<file path="config.mk">
export PLATFORM = sky130hd
export DESIGN_NAME = secant_root_solver_core
export DESIGN_NICKNAME = d
export VERILOG_FILES = /design/src/srs_pkg.sv /design/src/secant_root_solver_core.sv /design/src/srs_mul.sv /design/src/srs_div.sv
export SDC_FILE = /design/constraint.sdc
export NUM_CORES = 2
export LEC_CHECK = 0
export ABC_AREA = 1
export BUFFER_PORTS_ARGS = -buffer_cell sky130_fd_sc_hd__buf_2
export CAP_MARGIN = 20
export CORE_ASPECT_RATIO = 1.4
export CORE_MARGIN = 2
export CORE_UTILIZATION = 61
export CTS_CLUSTER_DIAMETER = 50
export CTS_CLUSTER_SIZE = 12
export DETAILED_ROUTE_END_ITERATION = 12
export PLACE_DENSITY = 0.79
export REMOVE_ABC_BUFFERS = 1
export SLEW_MARGIN = 20
export SYNTH_ARGS = -nofsm -noshare
export SYNTH_HDL_FRONTEND = slang
export SYNTH_SLANG_ARGS = --single-unit
</file>
<file path="constraint.sdc">
create_clock -name clk -period 15.5 [get_ports clk]
set_input_delay 0.775 -clock clk [delete_from_list [all_inputs] [get_ports clk]]
set_output_delay 0.775 -clock clk [all_outputs]
set_load 0.01 [all_outputs]
</file>
<file path="src/srs_pkg.sv">
`default_nettype none

package srs_pkg;

    // Fixed-point format of every x and f value.
    localparam int WORD_BITS = 32;
    localparam int FRAC_BITS = 24;

    // Widths fixed by the ports.
    localparam int FIELD_BITS     = 32;
    localparam int TARGET_BITS    = 31;
    localparam int TOL_BITS       = 25;
    localparam int LIMIT_BITS     = 7;
    localparam int STEPS_BITS     = 6;
    localparam int STATUS_BITS    = 2;
    localparam int CFG_INDEX_BITS = 2;
    localparam int CFG_DATA_BITS  = 32;

    // Scalar arithmetic width, wide enough for any sum of a word, a field and a register.
    localparam int EXT_BITS = ((WORD_BITS > FIELD_BITS) ? WORD_BITS : FIELD_BITS) + 3;

    localparam logic [TARGET_BITS-1:0] TARGET_RESET = TARGET_BITS'(33554432);
    localparam logic [TOL_BITS-1:0]    TOL_RESET    = TOL_BITS'(17);
    localparam logic [LIMIT_BITS-1:0]  LIMIT_RESET  = LIMIT_BITS'(50);
    localparam logic [LIMIT_BITS-1:0]  LIMIT_CAP    = LIMIT_BITS'(64);

    localparam logic [CFG_INDEX_BITS-1:0] CFG_TARGET = CFG_INDEX_BITS'(0);
    localparam logic [CFG_INDEX_BITS-1:0] CFG_TOL    = CFG_INDEX_BITS'(1);
    localparam logic [CFG_INDEX_BITS-1:0] CFG_LIMIT  = CFG_INDEX_BITS'(2);

    typedef enum logic [STATUS_BITS-1:0] {
        STATUS_CONVERGED = 2'd0,
        STATUS_LIMIT     = 2'd1,
        STATUS_ZERO_DIV  = 2'd2
    } srs_status_t;

    typedef enum logic [3:0] {
        ST_IDLE,
        ST_PUSH,
        ST_SQ0_WAIT,
        ST_SQ1_WAIT,
        ST_CHECK,
        ST_LOOP,
        ST_MUL_WAIT,
        ST_DIV_WAIT,
        ST_UPDATE,
        ST_SQN,
        ST_SQN_WAIT,
        ST_DONE
    } srs_state_t;

endpackage

`default_nettype wire

</file>
<file path="src/secant_root_solver_core.sv">
// Secant-method root finder for f(x) = x*x - c on signed Q8.24 words. Each input item
// carries two starting guesses; one result item follows with the root, the number of
// secant steps and a status (converged, limit reached, zero divisor). Items are handled
// one at a time: the input is ready only while the solver is idle, but a finished result
// sits in an output register, so a new item may enter before it is taken. All arithmetic
// runs on one bit-serial multiplier and one bit-serial divider. Setup computes the two
// squares, and each secant step a multiply, a divide and the square of the new point;
// the step limit is capped at 64. The input is ready again as the result becomes valid,
// or only once the previous result has been taken if it still waits. Configuration
// writes are always ready and take effect at once.
`default_nettype none

module secant_root_solver_core (
    input  logic                                  clk,
    input  logic                                  rst_n,
    input  logic                                  in_valid,
    output logic                                  in_ready,
    input  logic signed [srs_pkg::FIELD_BITS-1:0] first_guess,
    input  logic signed [srs_pkg::FIELD_BITS-1:0] second_guess,
    output logic                                  out_valid,
    input  logic                                  out_ready,
    output logic signed [srs_pkg::FIELD_BITS-1:0] root,
    output logic [srs_pkg::STEPS_BITS-1:0]        steps_taken,
    output logic [srs_pkg::STATUS_BITS-1:0]       status,
    input  logic                                  cfg_valid,
    output logic                                  cfg_ready,
    input  logic [srs_pkg::CFG_INDEX_BITS-1:0]    cfg_index,
    input  logic [srs_pkg::CFG_DATA_BITS-1:0]     cfg_data
);

    localparam int W  = srs_pkg::WORD_BITS;
    localparam int F  = srs_pkg::FRAC_BITS;
    localparam int EW = srs_pkg::EXT_BITS;
    localparam int FB = srs_pkg::FIELD_BITS;
    localparam int TB = srs_pkg::TARGET_BITS;
    localparam int OB = srs_pkg::TOL_BITS;
    localparam int LB = srs_pkg::LIMIT_BITS;
    localparam int SB = srs_pkg::STEPS_BITS;

    localparam logic signed [EW-1:0] WMAX_E = {{(EW-W+1){1'b0}}, {(W-1){1'b1}}};
    localparam logic signed [EW-1:0] WMIN_E = ~WMAX_E;
    localparam logic [2*W-1:0]       SQ_MAX = {{(W+1){1'b0}}, {(W-1){1'b1}}};

    function automatic logic signed [W-1:0] sat_word(input logic signed [EW-1:0] v);
        logic signed [W-1:0] r;
        if (v > WMAX_E)
            r = WMAX_E[W-1:0];
        else if (v < WMIN_E)
            r = WMIN_E[W-1:0];
        else
            r = v[W-1:0];
        return r;
    endfunction

    function automatic logic signed [EW-1:0] ext_word(input logic signed [W-1:0] v);
        return {{(EW-W){v[W-1]}}, v};
    endfunction

    function automatic logic signed [EW-1:0] ext_field(input logic signed [FB-1:0] v);
        return {{(EW-FB){v[FB-1]}}, v};
    endfunction

    function automatic logic [EW-1:0] mag_ext(input logic signed [EW-1:0] v);
        return v[EW-1] ? (~v + 1'b1) : v;
    endfunction

    function automatic logic [W-1:0] abs_word(input logic signed [W-1:0] v);
        return v[W-1] ? (~v + 1'b1) : v;
    endfunction

    // f(x) from the exact square of |x|: drop the fraction bits, saturate, subtract c.
    function automatic logic signed [W-1:0] f_of_square(input logic [2*W-1:0] p,
                                                        input logic [TB-1:0] c);
        logic [2*W-1:0] sh;
        logic [W-1:0]   sq;
        sh = p >> F;
        if (sh > SQ_MAX)
            sq = SQ_MAX[W-1:0];
        else
            sq = sh[W-1:0];
        return sat_word($signed({{(EW-W){1'b0}}, sq}) - $signed({{(EW-TB){1'b0}}, c}));
    endfunction

    srs_pkg::srs_state_t  state_reg, state_next;

    logic [TB-1:0] target_reg;
    logic [OB-1:0] tol_reg;
    logic [LB-1:0] limit_reg;

    logic signed [W-1:0] x0_reg, x0_next;
    logic signed [W-1:0] x1_reg, x1_next;
    logic signed [W-1:0] y0_reg, y0_next;
    logic signed [W-1:0] y1_reg, y1_next;
    logic signed [W-1:0] q_reg, q_next;
    logic [W-1:0]        dm_reg, dm_next;
    logic                neg_reg, neg_next;
    logic [LB-1:0]       n_reg, n_next;
    srs_pkg::srs_status_t run_status_reg, run_status_next;

    logic                 out_valid_reg, out_valid_next;
    logic                 out_load;
    logic signed [FB-1:0] root_reg;
    logic [SB-1:0]        steps_reg;
    srs_pkg::srs_status_t status_reg;

    logic                 mul_start, mul_done;
    logic [W-1:0]         mul_a, mul_b;
    logic [2*W-1:0]       mul_product;
    logic                 div_start, div_done;
    logic [W-1:0]         div_quotient;

    logic [LB-1:0]        limit_eff;
    logic [EW-1:0]        tol_ext;
    logic signed [EW-1:0] dx_ext, dy_ext, q_ext, root_ext;
    logic [EW-1:0]        dx_mag, dy_mag;
    logic [LB-1:0]        n_minus;

    assign limit_eff = (limit_reg > srs_pkg::LIMIT_CAP) ? srs_pkg::LIMIT_CAP : limit_reg;
    assign tol_ext   = {{(EW-OB){1'b0}}, tol_reg};
    assign dx_ext    = ext_word(x1_reg) - ext_word(x0_reg);
    assign dy_ext    = ext_word(y1_reg) - ext_word(y0_reg);
    assign dx_mag    = mag_ext(dx_ext);
    assign dy_mag    = mag_ext(dy_ext);
    assign q_ext     = $signed({{(EW-W){1'b0}}, div_quotient});
    assign root_ext  = ext_word(x1_reg);
    assign n_minus   = n_reg - 1'b1;

    srs_mul u_mul (
        .clk     (clk),
        .rst_n   (rst_n),
        .start   (mul_start),
        .a       (mul_a),
        .b       (mul_b),
        .done    (mul_done),
        .product (mul_product)
    );

    srs_div u_div (
        .clk      (clk),
        .rst_n    (rst_n),
        .start    (div_start),
        .dividend (mul_product),
        .divisor  (dm_reg),
        .done     (div_done),
        .quotient (div_quotient)
    );

    always_comb
    begin
        state_next      = state_reg;
        x0_next         = x0_reg;
        x1_next         = x1_reg;
        y0_next         = y0_reg;
        y1_next         = y1_reg;
        q_next          = q_reg;
        dm_next         = dm_reg;
        neg_next        = neg_reg;
        n_next          = n_reg;
        run_status_next = run_status_reg;
        in_ready        = 1'b0;
        mul_start       = 1'b0;
        mul_a           = abs_word(x0_reg);
        mul_b           = abs_word(x0_reg);
        div_start       = 1'b0;
        out_load        = 1'b0;

        unique case (state_reg)
            srs_pkg::ST_IDLE:
            begin
                in_ready = 1'b1;
                if (in_valid)
                begin
                    x0_next         = sat_word(ext_field(first_guess));
                    x1_next         = sat_word(ext_field(second_guess));
                    n_next          = LB'(1);
                    run_status_next = srs_pkg::STATUS_CONVERGED;
                    state_next      = srs_pkg::ST_PUSH;
                end
            end
            srs_pkg::ST_PUSH:
            begin
                // Guesses too close together: move the second one up by four tolerances.
                if (dx_mag < tol_ext)
                    x1_next = sat_word(ext_word(x1_reg) + $signed(tol_ext << 2));
                mul_start  = 1'b1;
                state_next = srs_pkg::ST_SQ0_WAIT;
            end
            srs_pkg::ST_SQ0_WAIT:
            begin
                mul_a = abs_word(x1_reg);
                mul_b = abs_word(x1_reg);
                if (mul_done)
                begin
                    y0_next    = f_of_square(mul_product, target_reg);
                    mul_start  = 1'b1;
                    state_next = srs_pkg::ST_SQ1_WAIT;
                end
            end
            srs_pkg::ST_SQ1_WAIT:
            begin
                if (mul_done)
                begin
                    y1_next    = f_of_square(mul_product, target_reg);
                    state_next = srs_pkg::ST_CHECK;
                end
            end
            srs_pkg::ST_CHECK:
            begin
                if (y0_reg == '0)
                begin
                    x1_next    = x0_reg;
                    state_next = srs_pkg::ST_DONE;
                end
                else if (y1_reg == '0)
                    state_next = srs_pkg::ST_DONE;
                else
                    state_next = srs_pkg::ST_LOOP;
            end
            srs_pkg::ST_LOOP:
            begin
                mul_a = abs_word(y1_reg);
                mul_b = dx_mag[W-1:0];
                if ((n_reg < limit_eff) && (dx_mag > tol_ext))
                begin
                    if (y1_reg == y0_reg)
                    begin
                        run_status_next = srs_pkg::STATUS_ZERO_DIV;
                        state_next      = srs_pkg::ST_DONE;
                    end
                    else
                    begin
                        mul_start  = 1'b1;
                        dm_next    = dy_mag[W-1:0];
                        neg_next   = y1_reg[W-1] ^ dx_ext[EW-1] ^ dy_ext[EW-1];
                        state_next = srs_pkg::ST_MUL_WAIT;
                    end
                end
                else
                begin
                    run_status_next = (dx_mag > tol_ext) ? srs_pkg::STATUS_LIMIT
                                                         : srs_pkg::STATUS_CONVERGED;
                    state_next      = srs_pkg::ST_DONE;
                end
            end
            srs_pkg::ST_MUL_WAIT:
            begin
                if (mul_done)
                begin
                    div_start  = 1'b1;
                    state_next = srs_pkg::ST_DIV_WAIT;
                end
            end
            srs_pkg::ST_DIV_WAIT:
            begin
                if (div_done)
                begin
                    q_next     = sat_word(neg_reg ? -q_ext : q_ext);
                    state_next = srs_pkg::ST_UPDATE;
                end
            end
            srs_pkg::ST_UPDATE:
            begin
                x0_next    = x1_reg;
                x1_next    = sat_word(ext_word(x1_reg) - ext_word(q_reg));
                y0_next    = y1_reg;
                n_next     = n_reg + 1'b1;
                state_next = srs_pkg::ST_SQN;
            end
            srs_pkg::ST_SQN:
            begin
                mul_a      = abs_word(x1_reg);
                mul_b      = abs_word(x1_reg);
                mul_start  = 1'b1;
                state_next = srs_pkg::ST_SQN_WAIT;
            end
            srs_pkg::ST_SQN_WAIT:
            begin
                if (mul_done)
                begin
                    y1_next    = f_of_square(mul_product, target_reg);
                    state_next = srs_pkg::ST_LOOP;
                end
            end
            srs_pkg::ST_DONE:
            begin
                if (!out_valid_reg || out_ready)
                begin
                    out_load   = 1'b1;
                    state_next = srs_pkg::ST_IDLE;
                end
            end
            default:
            begin
                state_next = srs_pkg::ST_IDLE;
            end
        endcase
    end

    assign out_valid_next = out_load ? 1'b1 : (out_ready ? 1'b0 : out_valid_reg);

    always_ff @(posedge clk or negedge rst_n)
    begin
        if (!rst_n)
        begin
            state_reg     <= srs_pkg::ST_IDLE;
            out_valid_reg <= 1'b0;
        end
        else
        begin
            state_reg     <= state_next;
            out_valid_reg <= out_valid_next;
        end
    end

    always_ff @(posedge clk or negedge rst_n)
    begin
        if (!rst_n)
        begin
            target_reg <= srs_pkg::TARGET_RESET;
            tol_reg    <= srs_pkg::TOL_RESET;
            limit_reg  <= srs_pkg::LIMIT_RESET;
        end
        else if (cfg_valid)
        begin
            unique case (cfg_index)
                srs_pkg::CFG_TARGET: target_reg <= cfg_data[TB-1:0];
                srs_pkg::CFG_TOL:    tol_reg    <= cfg_data[OB-1:0];
                srs_pkg::CFG_LIMIT:  limit_reg  <= cfg_data[LB-1:0];
                default:
                begin
                    target_reg <= target_reg;
                end
            endcase
        end
    end

    always_ff @(posedge clk)
    begin
        x0_reg         <= x0_next;
        x1_reg         <= x1_next;
        y0_reg         <= y0_next;
        y1_reg         <= y1_next;
        q_reg          <= q_next;
        dm_reg         <= dm_next;
        neg_reg        <= neg_next;
        n_reg          <= n_next;
        run_status_reg <= run_status_next;
        if (out_load)
        begin
            root_reg   <= root_ext[FB-1:0];
            steps_reg  <= n_minus[SB-1:0];
            status_reg <= run_status_reg;
        end
    end

    assign cfg_ready   = 1'b1;
    assign out_valid   = out_valid_reg;
    assign root        = root_reg;
    assign steps_taken = steps_reg;
    assign status      = status_reg;

endmodule

`default_nettype wire

</file>
<file path="src/srs_mul.sv">
`default_nettype none

// Shift-and-add multiplier of two unsigned words, one multiplier bit per cycle.
module srs_mul (
    input  logic                              clk,
    input  logic                              rst_n,
    input  logic                              start,
    input  logic [srs_pkg::WORD_BITS-1:0]     a,
    input  logic [srs_pkg::WORD_BITS-1:0]     b,
    output logic                              done,
    output logic [2*srs_pkg::WORD_BITS-1:0]   product
);

    localparam int W   = srs_pkg::WORD_BITS;
    localparam int MCW = $clog2(W);
    localparam logic [MCW-1:0] MUL_LAST = MCW'(W - 1);

    logic           busy_reg, busy_next;
    logic           done_reg, done_next;
    logic [MCW-1:0] cnt_reg, cnt_next;
    logic [W-1:0]   a_reg, a_next;
    logic [W-1:0]   hi_reg, hi_next;
    logic [W-1:0]   lo_reg, lo_next;
    logic [W:0]     sum;

    assign sum = {1'b0, hi_reg} + (lo_reg[0] ? {1'b0, a_reg} : {(W+1){1'b0}});

    always_comb
    begin
        busy_next = busy_reg;
        done_next = 1'b0;
        cnt_next  = cnt_reg;
        a_next    = a_reg;
        hi_next   = hi_reg;
        lo_next   = lo_reg;
        if (start)
        begin
            busy_next = 1'b1;
            cnt_next  = '0;
            a_next    = a;
            hi_next   = '0;
            lo_next   = b;
        end
        else if (busy_reg)
        begin
            // The low half holds the unused multiplier bits and collects product bits.
            hi_next  = sum[W:1];
            lo_next  = {sum[0], lo_reg[W-1:1]};
            cnt_next = cnt_reg + 1'b1;
            if (cnt_reg == MUL_LAST)
            begin
                busy_next = 1'b0;
                done_next = 1'b1;
            end
        end
    end

    always_ff @(posedge clk or negedge rst_n)
    begin
        if (!rst_n)
        begin
            busy_reg <= 1'b0;
            done_reg <= 1'b0;
            cnt_reg  <= '0;
        end
        else
        begin
            busy_reg <= busy_next;
            done_reg <= done_next;
            cnt_reg  <= cnt_next;
        end
    end

    always_ff @(posedge clk)
    begin
        a_reg  <= a_next;
        hi_reg <= hi_next;
        lo_reg <= lo_next;
    end

    assign done    = done_reg;
    assign product = {hi_reg, lo_reg};

endmodule

`default_nettype wire

</file>
<file path="src/srs_div.sv">
`default_nettype none

// Restoring divider, one quotient bit per cycle, quotient capped at half the word range.
module srs_div (
    input  logic                              clk,
    input  logic                              rst_n,
    input  logic                              start,
    input  logic [2*srs_pkg::WORD_BITS-1:0]   dividend,
    input  logic [srs_pkg::WORD_BITS-1:0]     divisor,
    output logic                              done,
    output logic [srs_pkg::WORD_BITS-1:0]     quotient
);

    localparam int W   = srs_pkg::WORD_BITS;
    localparam int DCW = $clog2(2 * W);
    localparam logic [DCW-1:0] DIV_LAST = DCW'(2 * W - 1);
    localparam logic [W:0]     QCAP     = {2'b01, {(W-1){1'b0}}};

    logic           busy_reg, busy_next;
    logic           done_reg, done_next;
    logic [DCW-1:0] cnt_reg, cnt_next;
    logic [2*W-1:0] dvd_reg, dvd_next;
    logic [W-1:0]   dm_reg, dm_next;
    logic [W-1:0]   rem_reg, rem_next;
    logic [W-1:0]   q_reg, q_next;
    logic [W:0]     shifted;
    logic [W:0]     diff;
    logic           ge;
    logic [W:0]     qcand;

    assign shifted = {rem_reg, dvd_reg[2*W-1]};
    assign diff    = shifted - {1'b0, dm_reg};
    assign ge      = (shifted >= {1'b0, dm_reg});
    assign qcand   = {q_reg, ge};

    always_comb
    begin
        busy_next = busy_reg;
        done_next = 1'b0;
        cnt_next  = cnt_reg;
        dvd_next  = dvd_reg;
        dm_next   = dm_reg;
        rem_next  = rem_reg;
        q_next    = q_reg;
        if (start)
        begin
            busy_next = 1'b1;
            cnt_next  = '0;
            dvd_next  = dividend;
            dm_next   = divisor;
            rem_next  = '0;
            q_next    = '0;
        end
        else if (busy_reg)
        begin
            dvd_next = {dvd_reg[2*W-2:0], 1'b0};
            rem_next = ge ? diff[W-1:0] : shifted[W-1:0];
            // Once the quotient passes the cap it stays there, which is all the caller needs.
            q_next   = (qcand > QCAP) ? QCAP[W-1:0] : qcand[W-1:0];
            cnt_next = cnt_reg + 1'b1;
            if (cnt_reg == DIV_LAST)
            begin
                busy_next = 1'b0;
                done_next = 1'b1;
            end
        end
    end

    always_ff @(posedge clk or negedge rst_n)
    begin
        if (!rst_n)
        begin
            busy_reg <= 1'b0;
            done_reg <= 1'b0;
            cnt_reg  <= '0;
        end
        else
        begin
            busy_reg <= busy_next;
            done_reg <= done_next;
            cnt_reg  <= cnt_next;
        end
    end

    always_ff @(posedge clk)
    begin
        dvd_reg <= dvd_next;
        dm_reg  <= dm_next;
        rem_reg <= rem_next;
        q_reg   <= q_next;
    end

    assign done     = done_reg;
    assign quotient = q_reg;

endmodule

`default_nettype wire
</file>
# After elaboration in Yosys (flattened, before gate mapping)
# Index checks and enable logic that the tools add are counted.
[classes]
add_sub_neg = 19
n_lt_le_gt_ge = 23
n_eq_ne = 26
muxes = 92
bitwise = 8
reduce_logical = 28
[ops]
columns = ["operator", "n"]
rows = [
  ["two-way mux 32 bit", 36],
  ["one-hot mux 32 bit (2 select lines)", 5],
  ["greater-than comparator 33 x 32 -> 1 bit, second input constant", 6],
  ["< comparator 33 x 32 -> 1 bit, second input constant", 5],
  ["adder 32 x 1 -> 32 bit, second input constant", 4],
  ["two-way mux 64 bit", 2],
  ["inverter 32 bit", 4],
  ["one-hot mux 32 bit (4 select lines)", 1],
  ["subtractor 32 x 31 -> 33 bit", 3],
  ["subtractor 32 x 32 -> 33 bit", 3],
  ["two-way mux 35 bit", 2],
  ["greater-than comparator 32 bit, second input constant", 2],
  ["logical NOT 32 bit", 2],
  ["< comparator 32 bit, second input constant", 2],
  ["one-hot mux 4 bit (12 select lines)", 1],
  ["two-way mux 4 bit", 11],
  ["greater-than comparator 40 x 31 -> 1 bit, second input constant", 1],
  ["adder 35 x 1 -> 35 bit, second input constant", 1],
  ["greater-than comparator 35 x 25 -> 1 bit", 1],
  ["greater-than comparator 35 x 32 -> 1 bit, second input constant", 1],
  ["< comparator 35 x 25 -> 1 bit", 1],
  ["< comparator 35 x 32 -> 1 bit, second input constant", 1],
  ["negation 32 -> 35 bit", 1],
  ["inverter 35 bit", 1],
  ["44 further kinds", 99],
]
[totals]
regBits = 581
in_bits = 103
output_inout_bits = 43

# Depth between registers and ports, before layout
[logic_depth]
depth_word = 10
ltp_mapped = 36

# Modules after synthesis
# A second synthesis with hierarchy kept.
[unflattened]
hier_cells = 6464
hier_area_um2 = 45065.7
[by_module_without_submodules]
columns = ["mod", "n_inst", "cells_per_inst", "area_per_inst_um2", "seq_area_each_um2"]
rows = [
  ["secant_root_solver_core", 1, 4258, 29203.0, 8976.1],
  ["srs_div", 1, 1312, 9551.7, 4364.2],
  ["srs_mul", 1, 894, 6311.1, 2737.6],
]

# Worst setup path before layout
# Ideal clock, no wire load.
[synth_timing]
path_kind = "register to register"
startpoint = "register x1_reg[0]"
endpoint = "register u_mul.lo_reg[0] (enable)"
setup_ns = 0.389
arrival_ns = 5.012
slack_ns = 10.098
stages_incl_launch_ff = 36
n_path_buf = 2
period_less_slack_ns = 5.402
cell_sequence = "edfxtp_1 -> inv_1 -> ha_1 -> fa_1 -> inv_1 -> nand3_1 -> nand2_1 -> nand2_1 -> nand2_1 -> nand2_1 -> nand2_1 -> nand2_1 -> nand2_1 -> nand2_1 -> nand2_1 -> inv_2 -> buf_4 -> buf_2 -> o21ai_0 -> xor2_1 -> inv_1 -> ha_1 -> nand2_1 -> inv_1 -> nand4_1 -> o31ai_1 -> o21ai_0 -> o211ai_1 -> nand3_1 -> a31oi_1 -> nor2_2 -> nand2_2 -> nand3_4 -> nand2_8 -> inv_1 -> nand2_1"
[synth_via]
elab_chain_cells = 9
[synth_rtl]
columns = ["item", "line_no", "rtl"]
rows = [
  ["from (decl)", "secant_root_solver_core.sv:91", "logic signed [W-1:0] x1_reg, x1_next;"],
  ["from (signal assigned)", "secant_root_solver_core.sv:340", "x1_reg <= x1_next;"],
  ["subtractor 32 x 32 -> 33 bit (*)", "secant_root_solver_core.sv:120", "assign dx_ext = ext_word(x1_reg) - ext_word(x0_reg);"],
  ["inverter 35 bit", "secant_root_solver_core.sv:64", "return v[EW-1] ? (~v + 1'b1) : v;"],
  ["adder 35 x 1 -> 35 bit", "secant_root_solver_core.sv:64", ""],
  ["two-way mux 35 bit (*)", "secant_root_solver_core.sv:64", ""],
  ["greater-than comparator 35 x 25 -> 1 bit (*)", "secant_root_solver_core.sv:223", "if ((n_reg < limit_eff) && (dx_mag > tol_ext))"],
  ["logical AND 1 bit (*)", "secant_root_solver_core.sv:223", ""],
  ["two-way mux 1 bit (*)", "secant_root_solver_core.sv:223", ""],
  ["one-hot mux 1 bit (3 select lines) (*)", "secant_root_solver_core.sv:167", "unique case (state_reg)"],
  ["nonzero test 2 bit (no source line) (*)", "n/a", ""],
  ["to (signal assigned)", "srs_mul.sv:78", "lo_reg <= lo_next;"],
  ["to (decl)", "srs_mul.sv:23", "logic [W-1:0] lo_reg, lo_next;"],
]
# Mark *: on every way between the ends. The rest lies on a longest branch, timed or not.
# A chain may end at the register's enable or synchronous reset.

# Final worst setup path
[layout_timing]
startpoint = "register x0_reg[31]"
endpoint = "register u_mul.lo_reg[17] (enable)"
[layout_via]
elab_chain_cells = 9
[layout_rtl]
columns = ["item", "line_no", "rtl"]
rows = [
  ["from (decl)", "secant_root_solver_core.sv:90", "logic signed [W-1:0] x0_reg, x0_next;"],
  ["from (signal assigned)", "secant_root_solver_core.sv:339", "x0_reg <= x0_next;"],
  ["subtractor 32 x 32 -> 33 bit (*)", "secant_root_solver_core.sv:120", ""],
  ["inverter 35 bit", "secant_root_solver_core.sv:64", ""],
  ["adder 35 x 1 -> 35 bit", "secant_root_solver_core.sv:64", ""],
  ["two-way mux 35 bit (*)", "secant_root_solver_core.sv:64", ""],
  ["greater-than comparator 35 x 25 -> 1 bit (*)", "secant_root_solver_core.sv:223", ""],
  ["logical AND 1 bit (*)", "secant_root_solver_core.sv:223", ""],
  ["two-way mux 1 bit (*)", "secant_root_solver_core.sv:223", ""],
  ["one-hot mux 1 bit (3 select lines) (*)", "secant_root_solver_core.sv:167", ""],
  ["nonzero test 2 bit (no source line) (*)", "n/a", ""],
]
# Marks and branches as above.

==> flow_metrics.py <==
metrics = {
    "setup_path": {
        "worstRegToRegCells": 30,
        "cp_max_fo": 103,
        "cpMaxStageDelayCell": "edfxtp_1",
        "r2r_setup_slack_ns": 7.21,
        "worst_path_largest_cell_delay_ns": 1.00,
        "critPathKind": "register to register",
        "cp_data_required_time_ns": 15.76,
        "critPathLaunchType": "register",
        "r2r_end": "u_mul.lo_reg[17]$_DFFE_PP_",
        "worstPathArrival_ns": 8.55,
        "worst_path_most_repeated_cell": "nand2_1",
        "r2r-start": "x0_reg[31]$_DFFE_PP_",
        "endpoint_kind": "register",
        "critPathBufInv": 7,
        "path_delay_family": "simple AND/OR/NAND/NOR gates",
    },
    "worst_hold_path": {
        "hp-class": "input pin to async pin",
    },
    "timing": {
        "fmax_mhz": 121,
        "fin_setup_tns_ns": 0,
        "setup_viol": 0,
        "finalMaxSlewViolations": 0,
        "fin_skew_ns": 0.0354,
        "period_share_pct": 53.5,
        "max-slew-margin-rel_pct": 26.2,
        "rsz0062_at_grt": "false",
        "period_needed_ns": 8.29,
        "tightestPinTransition_ns": 1.10,
        "finalHoldViolCount": 0,
    },
    "run_status": {
        "status": "completed",
    },
    "logic_synthesis": {
        "syn_area_sq_mm": 0.0423,
        "synth_top_family_by_area": "simple AND/OR/NAND/NOR gates",
        "synthArstFlopShare_pct": 14.3,
        "seq_area_frac_synth_pct": 38.0,
        "yosys.area_share.simple_pct": 25.9,
        "netlist_instances": 5797,
        "synth_area_per_cell_sq_um": 7.30,
        "synth-compound-area-share_pct": 13.9,
        "synth.distinct_cells": 62,
        "synthFlopType": "edfxtp_1",
        "yosysWarnings": 0,
        "synth_xor_area_share_pct": 4.97,
        "synth-seq-cells": 581,
        "synthMuxAreaShare_pct": 0,
        "synth_enable_flop_cells": 402,
        "synth_fa_ha_area_share_pct": 8.01,
    },
    "cts": {
        "clock_path_buffers": 3,
        "root_buffer": "clkbuf_16",
        "htree_num_levels": 3,
        "cts_sinks": 581,
        "numCtsBuffers": 67,
        "clk_latency_ns": 0.62,
        "cts-resized-gates": 0,
        "post-cts-setup-buffer-count": 0,
        "hold_buffers": 0,
        "cts_tree": "built",
        "clk_pin_slew_ns": 0.06,
    },
    "power_and_ir_drop": {
        "p_total_mw": 9.48,
        "vdd_ir_drop_max_uv": 137,
        "pwr_density_cell_mw_per_mm2": 206,
        "power.leakage_nw": 21.9,
    },
    "floorplan": {
        "start_util_pct": 61.5,
        "io_pins": 146,
        "die_x_um": 227,
        "die_area_sq_mm": 0.0716,
        "rows": 114,
        "fp.coreArea_sq_mm": 0.0689,
        "fp.dieH_um": 316,
    },
    "drt": {
        "drt-pass1-iter-count": 9,
        "viasPerCell": 5.85,
        "routedWlPerCell_um": 20.5,
        "route.vias.total": 40300,
        "drc_errors": 0,
        "first_iter_violations": 3067,
        "routed_wl_um": 141000,
        "ant_nets": 0,
    },
    "final_layout": {
        "layout.nets": 6277,
        "final_cell_area_sq_mm": 0.0461,
        "largest_register_ffs": 64,
        "final_common_cell": "nand2_1",
        "seqCellArea_sq_mm": 0.0161,
        "multi_input_area_sq_mm": 0.0225,
        "nFillCells": 6097,
        "area_growth_pct": 8.92,
        "drive_gt1_share_pct": 6.86,
        "layout_common_cells": "nand2_1, inv_1, nor2_1, o21ai_0, edfxtp_1",
    },
    "place": {
        "dpl_cell_area_sq_mm": 0.0440,
        "place.port_buffers": 143,
        "dp.final_hpwl_um": 109000,
        "gp_congestion": 1.13,
    },
    "flow_run": {
        "maxCapViolCount": 0,
    },
    "global_route": {
        "grt_usage_pct": 39.2,
        "grt_overflow_total": 0,
        "grt_max_degree": 104,
        "antenna_found_initial": 4,
        "grt_pass1_vias": 39100,
        "grt_pass1_wl_um": 213000,
    },
}
## cell families (layout without fill, tap and decap cells)
family | Yosys count | count (layout)
other cells | 1 | 3
fa+ha+maj | 267 | 267
compound gates | 1049 | 1049
xor+xnor | 240 | 240
buf+inv | 1012 | 1174
simple gates | 2647 | 2647
flops | 581 | 581
## metrics by stage
step | cells | util, % | hold WS, ns | setup slack (ns)
after floorplan | 5646 | - | 0.400 | 5.64
after global placement | 6766 | 63.9 | 0.401 | 7.50
after detailed placement | 6766 | 63.9 | 0.405 | 7.48
after CTS | 6886 | 66.9 | 0.129 | 7.43
after global routing | 6889 | 66.9 | 0.154 | 6.63
final | 6889 | 66.9 | 0.126 | 7.21
## synth_stat cells (12+ instances only)
library cell	instances	area (sq um)
a21boi_0	13	97.6
a21o_1	17	128
a21oi_1	366	1830
a21oi_2	31	272
a31oi_1	34	213
a32o_1	14	140
buf_2	14	70.1
clkbuf_1	122	458
dfrtp_1	77	1930
dfxtp_1	96	1920
edfxtp_1	402	12100
ha_1	259	3240
inv_1	847	3180
nand2_1	1583	5940
nand3_1	283	1420
nand3b_1	15	113
nand4_1	65	407
nor2_1	497	1870
nor2_2	18	113
nor3_1	92	460
nor4_1	32	200
o2111ai_1	27	236
o211ai_1	15	113
o21ai_0	445	2230
o21ai_1	13	65.1
o21bai_1	12	90.1
o22ai_1	16	100
or2_2	23	144
xnor2_1	71	622
xor2_1	169	1480
## metal layers
metal / up-vias / GRT usage (%) / part of all wire [%]
met4: 2 / 34.4 / 10
met1: 18600 / 40.3 / 34
met5: - / 0 / 0.0092
met3: 641 / 6.50 / 6.9
met2: 1730 / 68.6 / 49
li1: 19300 / - / -
## where the power goes
| part | internal [mW] | leakage, nW | switching, mW |
|---|---|---|---|
| logic | 1.70 | 15.4 | 3.80 |
| clock network | 0.881 | 1.01 | 0.661 |
| registers | 2.14 | 5.53 | 0.301 |
| total | 4.72 | 21.9 | 4.76 |
## how the worst max path moves through the flow
stage	start	end	slack (ns)	cells past startpoint
after CTS	x0_reg[31]$_DFFE_PP_	u_mul.lo_reg[22]$_DFFE_PP_	7.43	30
after floorplan	state_reg[3]$_DFFE_PN0P_	u_div.rem_reg[10]$_SDFFE_PP0P_	5.64	9
after global routing	x0_reg[31]$_DFFE_PP_	u_mul.lo_reg[16]$_DFFE_PP_	6.63	30
final	x0_reg[31]$_DFFE_PP_	u_mul.lo_reg[17]$_DFFE_PP_	7.21	30
after detailed placement	x0_reg[31]$_DFFE_PP_	u_mul.lo_reg[27]$_DFFE_PP_	7.48	30
after global placement	x0_reg[31]$_DFFE_PP_	u_mul.lo_reg[27]$_DFFE_PP_	7.50	31
## worst reg2reg max path, delay by kind of cell (launching register included)
| kind | cells | cell delay, ns |
|---|---|---|
| flops | 1 | 1.00 |
| simple gates | 15 | 2.48 |
| compound gates | 5 | 0.92 |
| fa+ha+maj | 2 | 0.94 |
| buf+inv | 7 | 2.28 |
| xor+xnor | 1 | 0.29 |
## area by class of cell
cell class                      count  area share, %
Clock inverter                     19          0.440
Sequential cell                   581           34.9
Tap cell                          928           2.52
Inverter                          861           7.01
Multi-Input combinational cell   4204           48.7
Antenna cell                        2         0.0109
Clock buffer                      101           4.07
Timing Repair Buffer              193           2.39
Power figures use the tool's default switching activity.
